===== src/hw/rtl/spet_pkg.sv =====
// shared types and constants of the skew-product escape-time block
// no dependencies; used by all rtl modules by scoped names
`default_nettype none

package spet_pkg;

    localparam int IN_W          = 32;   // config and input word width
    localparam int LIMIT_W       = 16;   // iteration limit width
    localparam int CODE_W        = 19;   // color code width
    localparam int IN_TDATA_W    = 64;
    localparam int OUT_TDATA_W   = 24;
    localparam int CFG_IDX_W     = 3;
    localparam int FRAC_BITS_DEF = 28;

    // internal Q16.40 format
    localparam int INT_W    = 56;
    localparam int INT_FRAC = 40;
    localparam int HALF_W   = INT_W / 2;
    localparam int PROD_W   = 2 * INT_W;
    localparam int ACC_W    = PROD_W + 1;
    localparam int SCL_W    = ACC_W - INT_FRAC;
    localparam int U_W      = INT_W + 3;

    typedef logic signed [INT_W-1:0]  fix_t;
    typedef logic signed [ACC_W-1:0]  acc_t;
    typedef logic signed [CODE_W-1:0] code_t;
    typedef logic [LIMIT_W-1:0]       iter_t;

    localparam fix_t SAT_MAX = {1'b0, {(INT_W-1){1'b1}}};
    localparam fix_t SAT_MIN = {1'b1, {(INT_W-1){1'b0}}};

    // escape radius squared (10000) in the product scale 2^80
    localparam acc_t NORM_LIMIT = acc_t'(10000) <<< (2 * INT_FRAC);

    localparam code_t CODE_NONE    = '1;
    localparam code_t CODE_OFFSET  = code_t'(41);

    typedef enum logic [CFG_IDX_W-1:0] {
        REG_X_START_RE    = 3'd0,
        REG_X_START_IM    = 3'd1,
        REG_SHIFT_RE      = 3'd2,
        REG_SHIFT_IM      = 3'd3,
        REG_ITER_LIMIT    = 3'd4
    } cfg_idx_t;

    typedef enum logic [2:0] {
        OPND_YR,
        OPND_YI,
        OPND_UR,
        OPND_UI,
        OPND_XR,
        OPND_XI
    } opnd_t;

    typedef enum logic [1:0] {
        ACC_LOAD,
        ACC_ADD,
        ACC_SUB
    } acc_op_t;

    typedef enum logic [2:0] {
        WB_NONE,
        WB_NORM,
        WB_YR,
        WB_YI,
        WB_XR,
        WB_XI
    } wb_t;

    typedef struct packed {
        logic    load_item;
        logic    calc_u;
        logic    issue;
        opnd_t   op_a;
        opnd_t   op_b;
        acc_op_t acc_op;
        wb_t     wb;
    } cmd_t;

    typedef struct packed {
        logic busy;
        logic in_radius;
        logic ysat;
        logic yim_pos;
    } stat_t;

endpackage

`default_nettype wire


===== src/hw/rtl/spet_ctrl.sv =====
// controller: sequences the product pipe, counts iterations, holds the result item
// uses spet_pkg; commands spet_dp through cmd_t and reads stat_t
`default_nettype none

module spet_ctrl (
    input  wire logic                          clk,
    input  wire logic                          rst_n,
    input  wire logic                          s_tvalid,
    output logic                               s_tready,
    output logic                               m_tvalid,
    input  wire logic                          m_tready,
    output spet_pkg::code_t                    code,
    output logic                               escaped,
    input  wire logic [spet_pkg::LIMIT_W-1:0]  iteration_limit,
    output spet_pkg::cmd_t                     cmd,
    input  wire spet_pkg::stat_t               stat
);

    typedef enum logic [5:0] {
        ST_IDLE  = 6'b000001,
        ST_NORM  = 6'b000010,
        ST_WAIT  = 6'b000100,
        ST_UCALC = 6'b001000,
        ST_MUL   = 6'b010000,
        ST_DONE  = 6'b100000
    } state_t;

    localparam logic [2:0] MUL_LAST  = 3'd7;
    localparam logic [2:0] NORM_LAST = 3'd1;

    state_t          state_reg, state_next;
    logic [2:0]      op_cnt_reg, op_cnt_next;
    spet_pkg::iter_t iter_reg, iter_next;
    logic            m_tvalid_reg, m_tvalid_next;
    spet_pkg::code_t code_reg;
    logic            esc_reg;

    logic            go_on, res_load, esc_w;
    spet_pkg::code_t code_w, dbl;

    function automatic spet_pkg::cmd_t mk(input spet_pkg::opnd_t a,
                                          input spet_pkg::opnd_t b,
                                          input spet_pkg::acc_op_t op,
                                          input spet_pkg::wb_t wb);
        spet_pkg::cmd_t c;
        c.load_item = 1'b0;
        c.calc_u    = 1'b0;
        c.issue     = 1'b1;
        c.op_a      = a;
        c.op_b      = b;
        c.acc_op    = op;
        c.wb        = wb;
        return c;
    endfunction

    // new y = u*y, then x = x*x
    function automatic spet_pkg::cmd_t mul_op(input logic [2:0] idx);
        spet_pkg::cmd_t c;
        case (idx)
            3'd0: c = mk(spet_pkg::OPND_UR, spet_pkg::OPND_YR, spet_pkg::ACC_LOAD,
                         spet_pkg::WB_NONE);
            3'd1: c = mk(spet_pkg::OPND_UI, spet_pkg::OPND_YI, spet_pkg::ACC_SUB,
                         spet_pkg::WB_YR);
            3'd2: c = mk(spet_pkg::OPND_UR, spet_pkg::OPND_YI, spet_pkg::ACC_LOAD,
                         spet_pkg::WB_NONE);
            3'd3: c = mk(spet_pkg::OPND_UI, spet_pkg::OPND_YR, spet_pkg::ACC_ADD,
                         spet_pkg::WB_YI);
            3'd4: c = mk(spet_pkg::OPND_XR, spet_pkg::OPND_XR, spet_pkg::ACC_LOAD,
                         spet_pkg::WB_NONE);
            3'd5: c = mk(spet_pkg::OPND_XI, spet_pkg::OPND_XI, spet_pkg::ACC_SUB,
                         spet_pkg::WB_XR);
            3'd6: c = mk(spet_pkg::OPND_XR, spet_pkg::OPND_XI, spet_pkg::ACC_LOAD,
                         spet_pkg::WB_NONE);
            default: c = mk(spet_pkg::OPND_XR, spet_pkg::OPND_XI, spet_pkg::ACC_ADD,
                            spet_pkg::WB_XI);
        endcase
        return c;
    endfunction

    always_comb
    begin
        go_on  = (iter_reg < iteration_limit) && !stat.ysat && stat.in_radius;
        esc_w  = (iter_reg < iteration_limit);
        dbl    = spet_pkg::code_t'({iter_reg, 1'b0});
        if (!esc_w)
            code_w = spet_pkg::CODE_NONE;
        else if (stat.yim_pos)
            code_w = dbl;
        else
            code_w = dbl + spet_pkg::CODE_OFFSET;
    end

    always_comb
    begin
        state_next    = state_reg;
        op_cnt_next   = op_cnt_reg;
        iter_next     = iter_reg;
        res_load      = 1'b0;
        cmd           = mk(spet_pkg::OPND_YR, spet_pkg::OPND_YR, spet_pkg::ACC_LOAD,
                           spet_pkg::WB_NONE);
        cmd.issue     = 1'b0;
        s_tready      = 1'b0;
        case (state_reg)
            ST_IDLE:
            begin
                s_tready = 1'b1;
                if (s_tvalid)
                begin
                    cmd.load_item = 1'b1;
                    iter_next     = '0;
                    op_cnt_next   = '0;
                    state_next    = ST_NORM;
                end
            end
            ST_NORM:
            begin
                if (op_cnt_reg == '0)
                    cmd = mk(spet_pkg::OPND_YR, spet_pkg::OPND_YR, spet_pkg::ACC_LOAD,
                             spet_pkg::WB_NONE);
                else
                    cmd = mk(spet_pkg::OPND_YI, spet_pkg::OPND_YI, spet_pkg::ACC_ADD,
                             spet_pkg::WB_NORM);
                op_cnt_next = op_cnt_reg + 3'd1;
                if (op_cnt_reg == NORM_LAST)
                    state_next = ST_WAIT;
            end
            ST_WAIT:
            begin
                // all write-backs must land before the loop test
                if (!stat.busy)
                    state_next = go_on ? ST_UCALC : ST_DONE;
            end
            ST_UCALC:
            begin
                cmd.calc_u  = 1'b1;
                iter_next   = iter_reg + spet_pkg::iter_t'(1);
                op_cnt_next = '0;
                state_next  = ST_MUL;
            end
            ST_MUL:
            begin
                cmd         = mul_op(op_cnt_reg);
                op_cnt_next = op_cnt_reg + 3'd1;
                if (op_cnt_reg == MUL_LAST)
                begin
                    op_cnt_next = '0;
                    state_next  = ST_NORM;
                end
            end
            ST_DONE:
            begin
                if (!m_tvalid_reg || m_tready)
                begin
                    res_load   = 1'b1;
                    state_next = ST_IDLE;
                end
            end
            default:
                state_next = ST_IDLE;
        endcase
    end

    always_comb
    begin
        m_tvalid_next = m_tvalid_reg;
        if (res_load)
            m_tvalid_next = 1'b1;
        else if (m_tready)
            m_tvalid_next = 1'b0;
    end

    always_ff @(posedge clk or negedge rst_n)
    begin
        if (!rst_n)
        begin
            state_reg    <= ST_IDLE;
            op_cnt_reg   <= '0;
            iter_reg     <= '0;
            m_tvalid_reg <= 1'b0;
        end
        else
        begin
            state_reg    <= state_next;
            op_cnt_reg   <= op_cnt_next;
            iter_reg     <= iter_next;
            m_tvalid_reg <= m_tvalid_next;
        end
    end

    always_ff @(posedge clk)
    begin
        if (res_load)
        begin
            code_reg <= code_w;
            esc_reg  <= esc_w;
        end
    end

    assign m_tvalid = m_tvalid_reg;
    assign code     = code_reg;
    assign escaped  = esc_reg;

endmodule

`default_nettype wire


===== config.mk =====
export PLATFORM = sky130hd
export DESIGN_NAME = spet_ctrl
export DESIGN_NICKNAME = d
export VERILOG_FILES = /design/src/hw/rtl/spet_pkg.sv /design/src/hw/rtl/spet_ctrl.sv
export SDC_FILE = /design/constraint.sdc
export NUM_CORES = 1
export LEC_CHECK = 0
export BUFFER_PORTS_ARGS = -buffer_cell sky130_fd_sc_hd__buf_4
export CORE_ASPECT_RATIO = 2
export CORE_MARGIN = 5
export CORE_UTILIZATION = 40
export DETAILED_ROUTE_END_ITERATION = 6
export SYNTH_ARGS = -nofsm -noshare
export SYNTH_HDL_FRONTEND = slang
export SYNTH_SLANG_ARGS = --single-unit

===== constraint.sdc =====
create_clock -name clk -period 2.7 [get_ports clk]
set_clock_uncertainty 0.1 [all_clocks]
set_input_delay 0.54 -clock clk [delete_from_list [all_inputs] [get_ports clk]]
set_output_delay 0.54 -clock clk [all_outputs]
set_load 0.02 [all_outputs]

# ---- Yosys cells after proc, flatten, opt, wreduce, memory -nomap -nowiden
# Index checks and enable logic that the tools add are counted.
dict set report word_totals {
  input_bits 24
  latchBits 0
  memories 0
  mem_bits_rw 0
  ff_bits 46
  out_inout_bits 36
  romBits 0
}
dict set report classes {
  muxes 24
  order_cmp 1
  n_bitwise 0
  eq_ne 18
  multipliers 0
  addsub 3
  n_div 0
  n_shift 0
  reduce_logical 12
}
# cell count
set op_table {}
lappend op_table {{one-hot mux 11 bit (7 select lines)} 1}
lappend op_table {{2-to-1 mux 6 bit} 6}
lappend op_table {{one-hot mux 6 bit (6 select lines)} 1}
lappend op_table {{one-hot mux 16 bit (2 select lines)} 1}
lappend op_table {{one-hot mux 12 bit (2 select lines)} 1}
lappend op_table {{adder 17 x 6 -> 18 bit (second input constant)} 1}
lappend op_table {{2-to-1 mux 18 bit} 1}
lappend op_table {{adder 16 x 1 -> 16 bit (second input constant)} 1}
lappend op_table {{less-than comparator 16 bit} 1}
lappend op_table {{2-to-1 mux 16 bit} 1}
lappend op_table {{== test 3 bit (second input constant)} 4}
lappend op_table {{one-hot mux 3 bit (4 select lines)} 1}
lappend op_table {{inequality test 2 bit (second input constant)} 5}
lappend op_table {{2-to-1 mux 9 bit} 1}
lappend op_table {{== test 3 x 2 -> 1 bit (second input constant)} 2}
lappend op_table {{== test 6 x 1 -> 1 bit (second input constant)} 1}
lappend op_table {{== test 6 x 2 -> 1 bit (second input constant)} 1}
lappend op_table {{== test 6 x 3 -> 1 bit (second input constant)} 1}
lappend op_table {{== test 6 x 4 -> 1 bit (second input constant)} 1}
lappend op_table {{== test 6 x 5 -> 1 bit (second input constant)} 1}
lappend op_table {{== test 6 bit (second input constant)} 1}
lappend op_table {{2-to-1 mux 1 bit} 6}
lappend op_table {{2-to-1 mux 3 bit} 2}
lappend op_table {{one-hot mux 1 bit (3 select lines)} 2}
lappend op_table {{other kinds (10)} 14}

# ---- Longest topological paths before layout
# Gate-level depths: netlist of run 1.
dict set report depth {
  word_depth 6
  mapped_depth 9
  mapped_depth_nobuf 7
}

# ---- Worst setup path before layout of run 1
# OpenSTA, ideal clock, no wires.
dict set report synth_timing {
  path_kind {flip-flop to output port}
  start {reg state_reg[1]}
  end {out cmd[10] in the netlist's numbering}
  path_buffers 3
  path_slack_ns 0.046
  arrival_time_ns 2.014
  stages_incl_launch_ff 7
  cell_sequence {dfrtp_1 buf_6 nor4_1 nand3b_1 clkbuf_1 a211oi_1 buf_4}
}
# element line
set synth_rtl {}
lappend synth_rtl {{from (decl)} spet_ctrl.sv:31} ;# state_t state_reg, state_next;
lappend synth_rtl {{from (signal assigned)} spet_ctrl.sv:183} ;# state_reg <= state_next;
lappend synth_rtl {{to (decl)} spet_ctrl.sv:15} ;# output spet_pkg::cmd_t cmd,

==> run_summary.xml, run 1 <==
<?xml version="1.0" encoding="UTF-8"?>
<metrics>
  <group name="synth">
    <metric name="yosys-top-cells-count" unit="">34 x sky130_fd_sc_hd__nor2_1, 25 x sky130_fd_sc_hd__dfrtp_1, 23 x sky130_fd_sc_hd__ha_1, 22 x sky130_fd_sc_hd__inv_1, 21 x sky130_fd_sc_hd__nand2_1</metric>
    <metric name="synthesis.yosys.warnings" unit="">0</metric>
    <metric name="syn_area_per_cell" unit="um2">9.96</metric>
    <metric name="yosysUniqueCellTypes" unit="">58</metric>
    <metric name="synthCells" unit="">304</metric>
    <metric name="register_bit_total_from_synthesis" unit="">46</metric>
    <metric name="postSynth.asyncResetShare" unit="">0.565</metric>
    <metric name="yosys_most_used_dff" unit="">sky130_fd_sc_hd__dfrtp_1</metric>
    <metric name="synth.yosys.seq_area_share" unit="">0.413</metric>
    <metric name="synth_area" unit="um2">3030</metric>
    <metric name="synth.area.top_cells" unit="">sky130_fd_sc_hd__dfrtp_1 21%, sky130_fd_sc_hd__edfxtp_1 20%, sky130_fd_sc_hd__ha_1 9.5%</metric>
    <metric name="yosysMostFrequentCell" unit="">sky130_fd_sc_hd__nor2_1</metric>
    <metric name="synthDominantCellAreaShare" unit="">0.207</metric>
    <metric name="synth_edf_count" unit="">20</metric>
    <metric name="syn-num-nets" unit="">351</metric>
    <metric name="synth_area_leader_cell" unit="">sky130_fd_sc_hd__dfrtp_1</metric>
  </group>
  <group name="critical_path">
    <metric name="crit_arrival" unit="ps">1870</metric>
    <metric name="timing.critical_path.buf_inv" unit="">2</metric>
    <metric name="worst_path_max_delay_cell" unit="">sky130_fd_sc_hd__dfrtp_1</metric>
    <metric name="timing.critical_path.from_type" unit="">register</metric>
    <metric name="worst_path_dominant_cell_family" unit="">simple AND/OR/NAND/NOR gates</metric>
    <metric name="critical_path.max_fanout" unit="">9</metric>
    <metric name="critical_path.startpoint" unit="">state_reg[3]</metric>
    <metric name="required" unit="ps">2060</metric>
    <metric name="worst_setup_path_end_kind" unit="">output pin</metric>
    <metric name="critical_path_class" unit="">register to output pin</metric>
    <metric name="critical_path.most_common_cell" unit="">sky130_fd_sc_hd__buf_4</metric>
    <metric name="timing.critical_path.cells" unit="">nor4_1 -&gt; nand3b_1 -&gt; buf_4 -&gt; a211oi_1 -&gt; buf_4</metric>
    <metric name="cpPeakStageDelay" unit="ps">470</metric>
    <metric name="critical_path.reg2reg.startpoint" unit="">iter_reg[13]</metric>
  </group>
  <group name="pwr">
    <metric name="switching_share" unit="">0.312</metric>
    <metric name="power.density" unit="nW/um2">545</metric>
    <metric name="share_comb_of_total_power" unit="">0.301</metric>
    <metric name="power_leakage" unit="uW">0.00173</metric>
    <metric name="power.share.clock" unit="">0.289</metric>
    <metric name="p_int" unit="uW">1380</metric>
    <metric name="power.ir.vdd_worst" unit="mV">0.249</metric>
    <metric name="p_seq_frac" unit="">0.410</metric>
    <metric name="p_sw" unit="uW">627</metric>
  </group>
  <group name="timing">
    <metric name="fmaxAchievable" unit="MHz">398</metric>
    <metric name="setup_ws" unit="ps">190</metric>
    <metric name="finalHoldViolCount" unit="">0</metric>
    <metric name="max_slew_violation_total_from_the_final_report" unit="">0</metric>
    <metric name="tightest_slew" unit="ps">503</metric>
    <metric name="min_period" unit="ps">2510</metric>
    <metric name="setup_viol" unit="">0</metric>
    <metric name="setup_tns" unit="ps">0</metric>
    <metric name="maxSlewHeadroom" unit="">0.664</metric>
    <metric name="final.period_utilization" unit="">0.930</metric>
    <metric name="rsz0062_at_grt" unit="">false</metric>
  </group>
  <group name="final_layout">
    <metric name="fillers" unit="">724</metric>
    <metric name="flow.area_growth_from_synthesis" unit="%">21.8</metric>
    <metric name="largest_register_ff_count" unit="">19</metric>
    <metric name="final_net_count" unit="">411</metric>
    <metric name="antennaDiodeCount" unit="">0</metric>
    <metric name="multiInputGateArea" unit="um2">1580</metric>
    <metric name="regArea" unit="um2">1250</metric>
    <metric name="layout_cell_share_with_drive_strength_beyond_1" unit="">0.282</metric>
  </group>
  <group name="drt">
    <metric name="dr_total_vias" unit="">2337</metric>
    <metric name="drtPass1Iterations" unit="">4</metric>
    <metric name="routed_wire_length_per_instance" unit="um">13.5</metric>
    <metric name="maxUsedRoutingLayer" unit="">met4</metric>
    <metric name="wirelength" unit="um">6190</metric>
    <metric name="starting_drt_drc_count" unit="">82</metric>
    <metric name="wl_met2" unit="um">3020</metric>
    <metric name="vias_per_cell" unit="">5.09</metric>
    <metric name="drc_errors" unit="">0</metric>
    <metric name="route.layer.met1.wl" unit="um">2730</metric>
    <metric name="route.antenna.remaining_nets" unit="">0</metric>
    <metric name="detailroute.wirelength.met3" unit="um">328</metric>
  </group>
  <group name="clock_network">
    <metric name="insertion_delay" unit="ps">280</metric>
    <metric name="cts_made_buffers" unit="">5</metric>
    <metric name="max-clock-path-buffers" unit="">2</metric>
    <metric name="clkSinkCount" unit="">46</metric>
    <metric name="clock_pin_slew_worst_setup_and_hold_paths" unit="ps">60</metric>
    <metric name="tritoncts" unit="">done</metric>
    <metric name="cts-root-buf" unit="">sky130_fd_sc_hd__clkbuf_16</metric>
    <metric name="htreeDepth" unit="">2</metric>
  </group>
  <group name="placement">
    <metric name="dp_worst_setup_slack" unit="ps">134</metric>
    <metric name="numPortBuffers" unit="">58</metric>
    <metric name="half_perimeter_wire_length_after_placement" unit="um">4920</metric>
    <metric name="gp_routability_congestion" unit="">0.815</metric>
  </group>
  <group name="flow_run">
    <metric name="max_cap_violations" unit="">0</metric>
  </group>
  <group name="floorplan">
    <metric name="fp.dieArea" unit="um2">9520</metric>
    <metric name="initial_util" unit="">0.405</metric>
    <metric name="top_level_ports" unit="">60</metric>
    <metric name="fp.dieH" unit="um">133</metric>
    <metric name="floorplan.core_area" unit="um2">7490</metric>
    <metric name="fp-row-count" unit="">45</metric>
    <metric name="die_width" unit="um">71.5</metric>
  </group>
  <group name="grt">
    <metric name="globalRoute.totalOverflow" unit="">0</metric>
    <metric name="grt_util_all_layers" unit="">0.137</metric>
    <metric name="grt_first_pass_wirelength" unit="um">10500</metric>
    <metric name="grt_start_max_net_pins" unit="">27</metric>
    <metric name="antenna_found_initial" unit="">0</metric>
    <metric name="grt_pass1_vias" unit="">2259</metric>
  </group>
  <group name="min_path">
    <metric name="holdCritPathClass" unit="">input port to asynchronous set/reset pin</metric>
  </group>
  <group name="run_status">
    <metric name="status" unit="">complete, no violations</metric>
  </group>
</metrics>
power groups by stage:
| stage | combinational, uW | sequential [uW] | clock (uW) |
|---|---|---|---|
| detailed placement | 601 | 840 | 0 |
| finish | 606 | 826 | 580 |
| CTS | 602 | 826 | 593 |
| global route | 675 | 832 | 624 |
| floorplan | 425 | 830 | 0 |
| global placement | 582 | 835 | 0 |
layout make-up:
cell class	instances	share of cell area
Clock buffer	8	0.0370
Sequential cell	46	0.339
Multi-Input combinational cell	218	0.428
Inverter	25	0.0258
Timing Repair Buffer	68	0.138
Tap cell	94	0.0319
path summary, 6_finish.rpt:
check / endpoint / slack [ps] / cells after the start
max: cmd[7] / 190 / 5
min: op_cnt_reg[1] / 60 / 1
max reg2reg: escaped / 310 / 5
min reg2reg: m_tvalid / 410 / 2
max in group asynchronous: state_reg[0] / 2130 / 1
min in group clk: state_reg[3] / 340 / 2
cell families after synthesis:
kind of cell,count (synthesis),share of synthesized area
adders and majority gates,23,0.0950
DFF,46,0.413
other,1,0.00124
buffers and inverters,40,0.0673
AOI/OAI and AO/OA,46,0.109
and+or+nand+nor,122,0.238
muxes,2,0.00702
xor gates and xnor gates,24,0.0694
layer usage:
| metal | global-route usage | vias up |
|---|---|---|
| li1 | - | 1176 |
| met1 | 0.180 | 1096 |
| met2 | 0.218 | 55 |
| met3 | 0.0297 | 10 |
| met4 | 0.0481 | 0 |
| met5 | 0 | - |
metrics by stage:
stage | power (uW) | utilization | instance area [um2] | hold slack (ps) | std cells
final | 2010 | 0.493 | 3690 | 57.4 | 459
after CTS | 2020 | 0.491 | 3680 | 71.9 | 458
after floorplan | 1250 | - | 3030 | 144 | 304
after global placement | 1420 | 0.473 | 3540 | 373 | 450
after detailed placement | 1440 | 0.473 | 3540 | 378 | 450
after global routing | 2130 | 0.493 | 3690 | 84.2 | 459
cells in the final DEF (no fill, tap or decap), types with 4 or more instances in the layout:
| cell | synthesis | final |
|---|---|---|
| sky130_fd_sc_hd__a21oi_1 | 9 | 9 |
| sky130_fd_sc_hd__buf_4 | 3 | 68 |
| sky130_fd_sc_hd__clkbuf_16 | 0 | 5 |
| sky130_fd_sc_hd__dfrtp_1 | 25 | 25 |
| sky130_fd_sc_hd__edfxtp_1 | 20 | 20 |
| sky130_fd_sc_hd__ha_1 | 23 | 23 |
| sky130_fd_sc_hd__inv_1 | 22 | 22 |
| sky130_fd_sc_hd__nand2_1 | 21 | 21 |
| sky130_fd_sc_hd__nand2_2 | 8 | 8 |
| sky130_fd_sc_hd__nand2b_1 | 4 | 4 |
| sky130_fd_sc_hd__nand3_1 | 4 | 4 |
| sky130_fd_sc_hd__nand3b_1 | 6 | 6 |
| sky130_fd_sc_hd__nand4_1 | 8 | 8 |
| sky130_fd_sc_hd__nor2_1 | 34 | 34 |
| sky130_fd_sc_hd__nor3_1 | 11 | 10 |
| sky130_fd_sc_hd__o21ai_0 | 17 | 17 |
| sky130_fd_sc_hd__xnor2_1 | 14 | 14 |
| sky130_fd_sc_hd__xor2_1 | 10 | 10 |
repair_timing:
item | 4_1_cts | 5_1_grt
buffers inserted | 0 | 1
resized for setup | 0 | 1
endpoints found under the setup margin | 0 | 4
hold buffers | 0 | 0
(Power assumes the default switching activity.)
==> inputs of run 2 (changes only) <==
- clock period: 2.7 -> 3.1 ns (I/O delays scaled with it)
==> run 2 against run 1 <==
  * Die area is the same
  * Critical endpoint is now cmd[0]
  * Sequential power shrank 11%
  * Largest cell class unchanged
  * Setup slack improved by 240 ps
  * Highest routed layer unchanged
  * Critical path type unchanged
  * Via count down 0.13%
==> run_summary.xml, run 2 (synthesized netlist as in run 1, its figures left out) <==
<?xml version="1.0" encoding="UTF-8"?>
<metrics>
  <group name="final_layout">
    <metric name="layout_common_cells" unit="">63 x sky130_fd_sc_hd__buf_4, 34 x sky130_fd_sc_hd__nor2_1, 25 x sky130_fd_sc_hd__dfrtp_1</metric>
    <metric name="flow.area_growth_from_synthesis" unit="%">21.3</metric>
    <metric name="multiInputGateArea" unit="um2">1570</metric>
    <metric name="final_common_cell" unit="">sky130_fd_sc_hd__buf_4</metric>
    <metric name="antennaDiodeCount" unit="">0</metric>
    <metric name="layoutNonFillerInstCount" unit="">454</metric>
    <metric name="largest_register_ff_count" unit="">19</metric>
    <metric name="layout_cell_share_with_drive_strength_beyond_1" unit="">0.272</metric>
    <metric name="fillers" unit="">680</metric>
    <metric name="regArea" unit="um2">1250</metric>
    <metric name="final_net_count" unit="">406</metric>
  </group>
  <group name="critical_path">
    <metric name="crit_arrival" unit="ps">1950</metric>
    <metric name="worst-r2r-cell-count" unit="">6</metric>
    <metric name="critical_path.max_fanout" unit="">7</metric>
    <metric name="worst_setup_path_end_kind" unit="">output pin</metric>
    <metric name="critical_path.reg2reg.startpoint" unit="">iter_reg[13]</metric>
    <metric name="timing.critical_path.from_type" unit="">register</metric>
    <metric name="worst_setup_path_endpoint" unit="">cmd[0]</metric>
    <metric name="critical_path.startpoint" unit="">state_reg[3]</metric>
    <metric name="timing.reg2reg.setup_slack" unit="ps">590</metric>
    <metric name="critical_path_class" unit="">register to output pin</metric>
    <metric name="rr_endpoint" unit="">code[15]</metric>
    <metric name="required" unit="ps">2380</metric>
  </group>
  <group name="timing">
    <metric name="rsz0062_at_grt" unit="">false</metric>
    <metric name="setup_ws" unit="ps">429</metric>
    <metric name="tightest_slew" unit="ps">514</metric>
    <metric name="setup_viol" unit="">0</metric>
    <metric name="min_period" unit="ps">2670</metric>
    <metric name="max_slew_violation_total_from_the_final_report" unit="">0</metric>
    <metric name="maxSlewHeadroom" unit="">0.654</metric>
    <metric name="fmaxAchievable" unit="MHz">374</metric>
    <metric name="setup_tns" unit="ps">0</metric>
    <metric name="finalHoldViolCount" unit="">0</metric>
    <metric name="final.period_utilization" unit="">0.861</metric>
  </group>
  <group name="floorplan">
    <metric name="floorplan.core_area" unit="um2">7490</metric>
    <metric name="fp-row-count" unit="">45</metric>
    <metric name="initial_util" unit="">0.405</metric>
    <metric name="fp.dieH" unit="um">133</metric>
    <metric name="top_level_ports" unit="">60</metric>
    <metric name="die_width" unit="um">71.5</metric>
    <metric name="fp.dieArea" unit="um2">9520</metric>
  </group>
  <group name="drt">
    <metric name="starting_drt_drc_count" unit="">74</metric>
    <metric name="route.antenna.remaining_nets" unit="">0</metric>
    <metric name="vias_per_cell" unit="">5.14</metric>
    <metric name="wirelength" unit="um">6260</metric>
    <metric name="dr_total_vias" unit="">2334</metric>
    <metric name="drtPass1Iterations" unit="">4</metric>
    <metric name="drc_errors" unit="">0</metric>
    <metric name="routed_wire_length_per_instance" unit="um">13.8</metric>
  </group>
  <group name="clock_network">
    <metric name="hold_buffers" unit="">0</metric>
    <metric name="max-clock-path-buffers" unit="">2</metric>
    <metric name="insertion_delay" unit="ps">280</metric>
    <metric name="tritoncts" unit="">done</metric>
    <metric name="post-cts-setup-buffers" unit="">0</metric>
    <metric name="clock_pin_slew_worst_setup_and_hold_paths" unit="ps">60</metric>
    <metric name="ctsResizeCount" unit="">0</metric>
    <metric name="htreeDepth" unit="">2</metric>
    <metric name="cts-root-buf" unit="">sky130_fd_sc_hd__clkbuf_16</metric>
    <metric name="clkSinkCount" unit="">46</metric>
    <metric name="cts_made_buffers" unit="">5</metric>
  </group>
  <group name="flow_run">
    <metric name="max_cap_violations" unit="">0</metric>
  </group>
  <group name="grt">
    <metric name="globalRoute.totalOverflow" unit="">0</metric>
    <metric name="grt_first_pass_wirelength" unit="um">10800</metric>
    <metric name="antenna_found_initial" unit="">0</metric>
    <metric name="grt_pass1_vias" unit="">2239</metric>
    <metric name="grt_start_max_net_pins" unit="">27</metric>
    <metric name="grt_util_all_layers" unit="">0.138</metric>
  </group>
  <group name="placement">
    <metric name="half_perimeter_wire_length_after_placement" unit="um">4900</metric>
    <metric name="numPortBuffers" unit="">58</metric>
    <metric name="gp_routability_congestion" unit="">0.822</metric>
    <metric name="count_of_placed_standard_cells_including_taps" unit="">443</metric>
    <metric name="dp_worst_setup_slack" unit="ps">335</metric>
  </group>
  <group name="min_path">
    <metric name="holdCritPathClass" unit="">input port to asynchronous set/reset pin</metric>
  </group>
  <group name="pwr">
    <metric name="power.density" unit="nW/um2">490</metric>
    <metric name="power.ir.vdd_worst" unit="mV">0.242</metric>
    <metric name="power_leakage" unit="uW">0.00172</metric>
  </group>
  <group name="run_status">
    <metric name="status" unit="">complete, no violations</metric>
  </group>
</metrics>
run 2: cell count changes in the layout (fill, tap and decap cells not counted):
cell / delta
sky130_fd_sc_hd__buf_4: -5
sky130_fd_sc_hd__bufinv_16: +1
sky130_fd_sc_hd__clkbuf_1: -2
sky130_fd_sc_hd__clkinv_1: +1
sky130_fd_sc_hd__nor3_1: +1
sky130_fd_sc_hd__nor3_2: -1
run 2: metrics by stage:
| stage | area, um2 | utilization | hold WS (ps) | power (uW) |
|---|---|---|---|---|
| after floorplan | 3030 | - | 224 | 1090 |
| after global placement | 3490 | 0.466 | 398 | 1210 |
| after detailed placement | 3490 | 0.466 | 407 | 1220 |
| after CTS | 3650 | 0.488 | 149 | 1820 |
| after global routing | 3670 | 0.491 | 165 | 1910 |
| final | 3670 | 0.491 | 142 | 1800 |
run 2: how the worst min path moves through the flow:
stage | slack (ps) | start | cells past startpoint | endpoint
after global routing | 170 | rst_n | 1 | op_cnt_reg[0]
after floorplan | 220 | rst_n | 0 | iter_reg[0]
final | 140 | rst_n | 1 | op_cnt_reg[0]
after global placement | 400 | m_tvalid | 2 | m_tvalid
after detailed placement | 410 | m_tvalid | 2 | m_tvalid
after CTS | 150 | rst_n | 1 | op_cnt_reg[0]
run 2: final cells by class:
cell class / instances / share of cell area
Tap cell: 94 / 0.0320
Sequential cell: 46 / 0.341
Clock inverter: 2 / 0.00920
Timing Repair Buffer: 63 / 0.129
Clock buffer: 6 / 0.0351
Inverter: 25 / 0.0259
Multi-Input combinational cell: 218 / 0.428
run 2: power breakdown:
part	leakage [uW]	switching [uW]	total [uW]	internal, uW
Combinational	0.00110	267	477	210
Sequential	0.000541	59.0	732	673
Clock	0.0000785	215	593	378
Total	0.00172	541	1800	1260
run 2: layer usage:
layer / vias up / part of all wire / GRT usage
met5: - / 0 / 0
met4: 0 / 0.021 / 0.0533
met3: 9 / 0.061 / 0.0289
met2: 65 / 0.49 / 0.223
met1: 1093 / 0.43 / 0.178
li1: 1167 / - / -
run 2: critical path, stage by stage, from the launching register on:
cell,delay [ps]
sky130_fd_sc_hd__dfrtp_1,460
sky130_fd_sc_hd__nor2_1,410
sky130_fd_sc_hd__nand2_1,260
sky130_fd_sc_hd__a21o_1,240
sky130_fd_sc_hd__o21ai_0,110
sky130_fd_sc_hd__buf_4,190
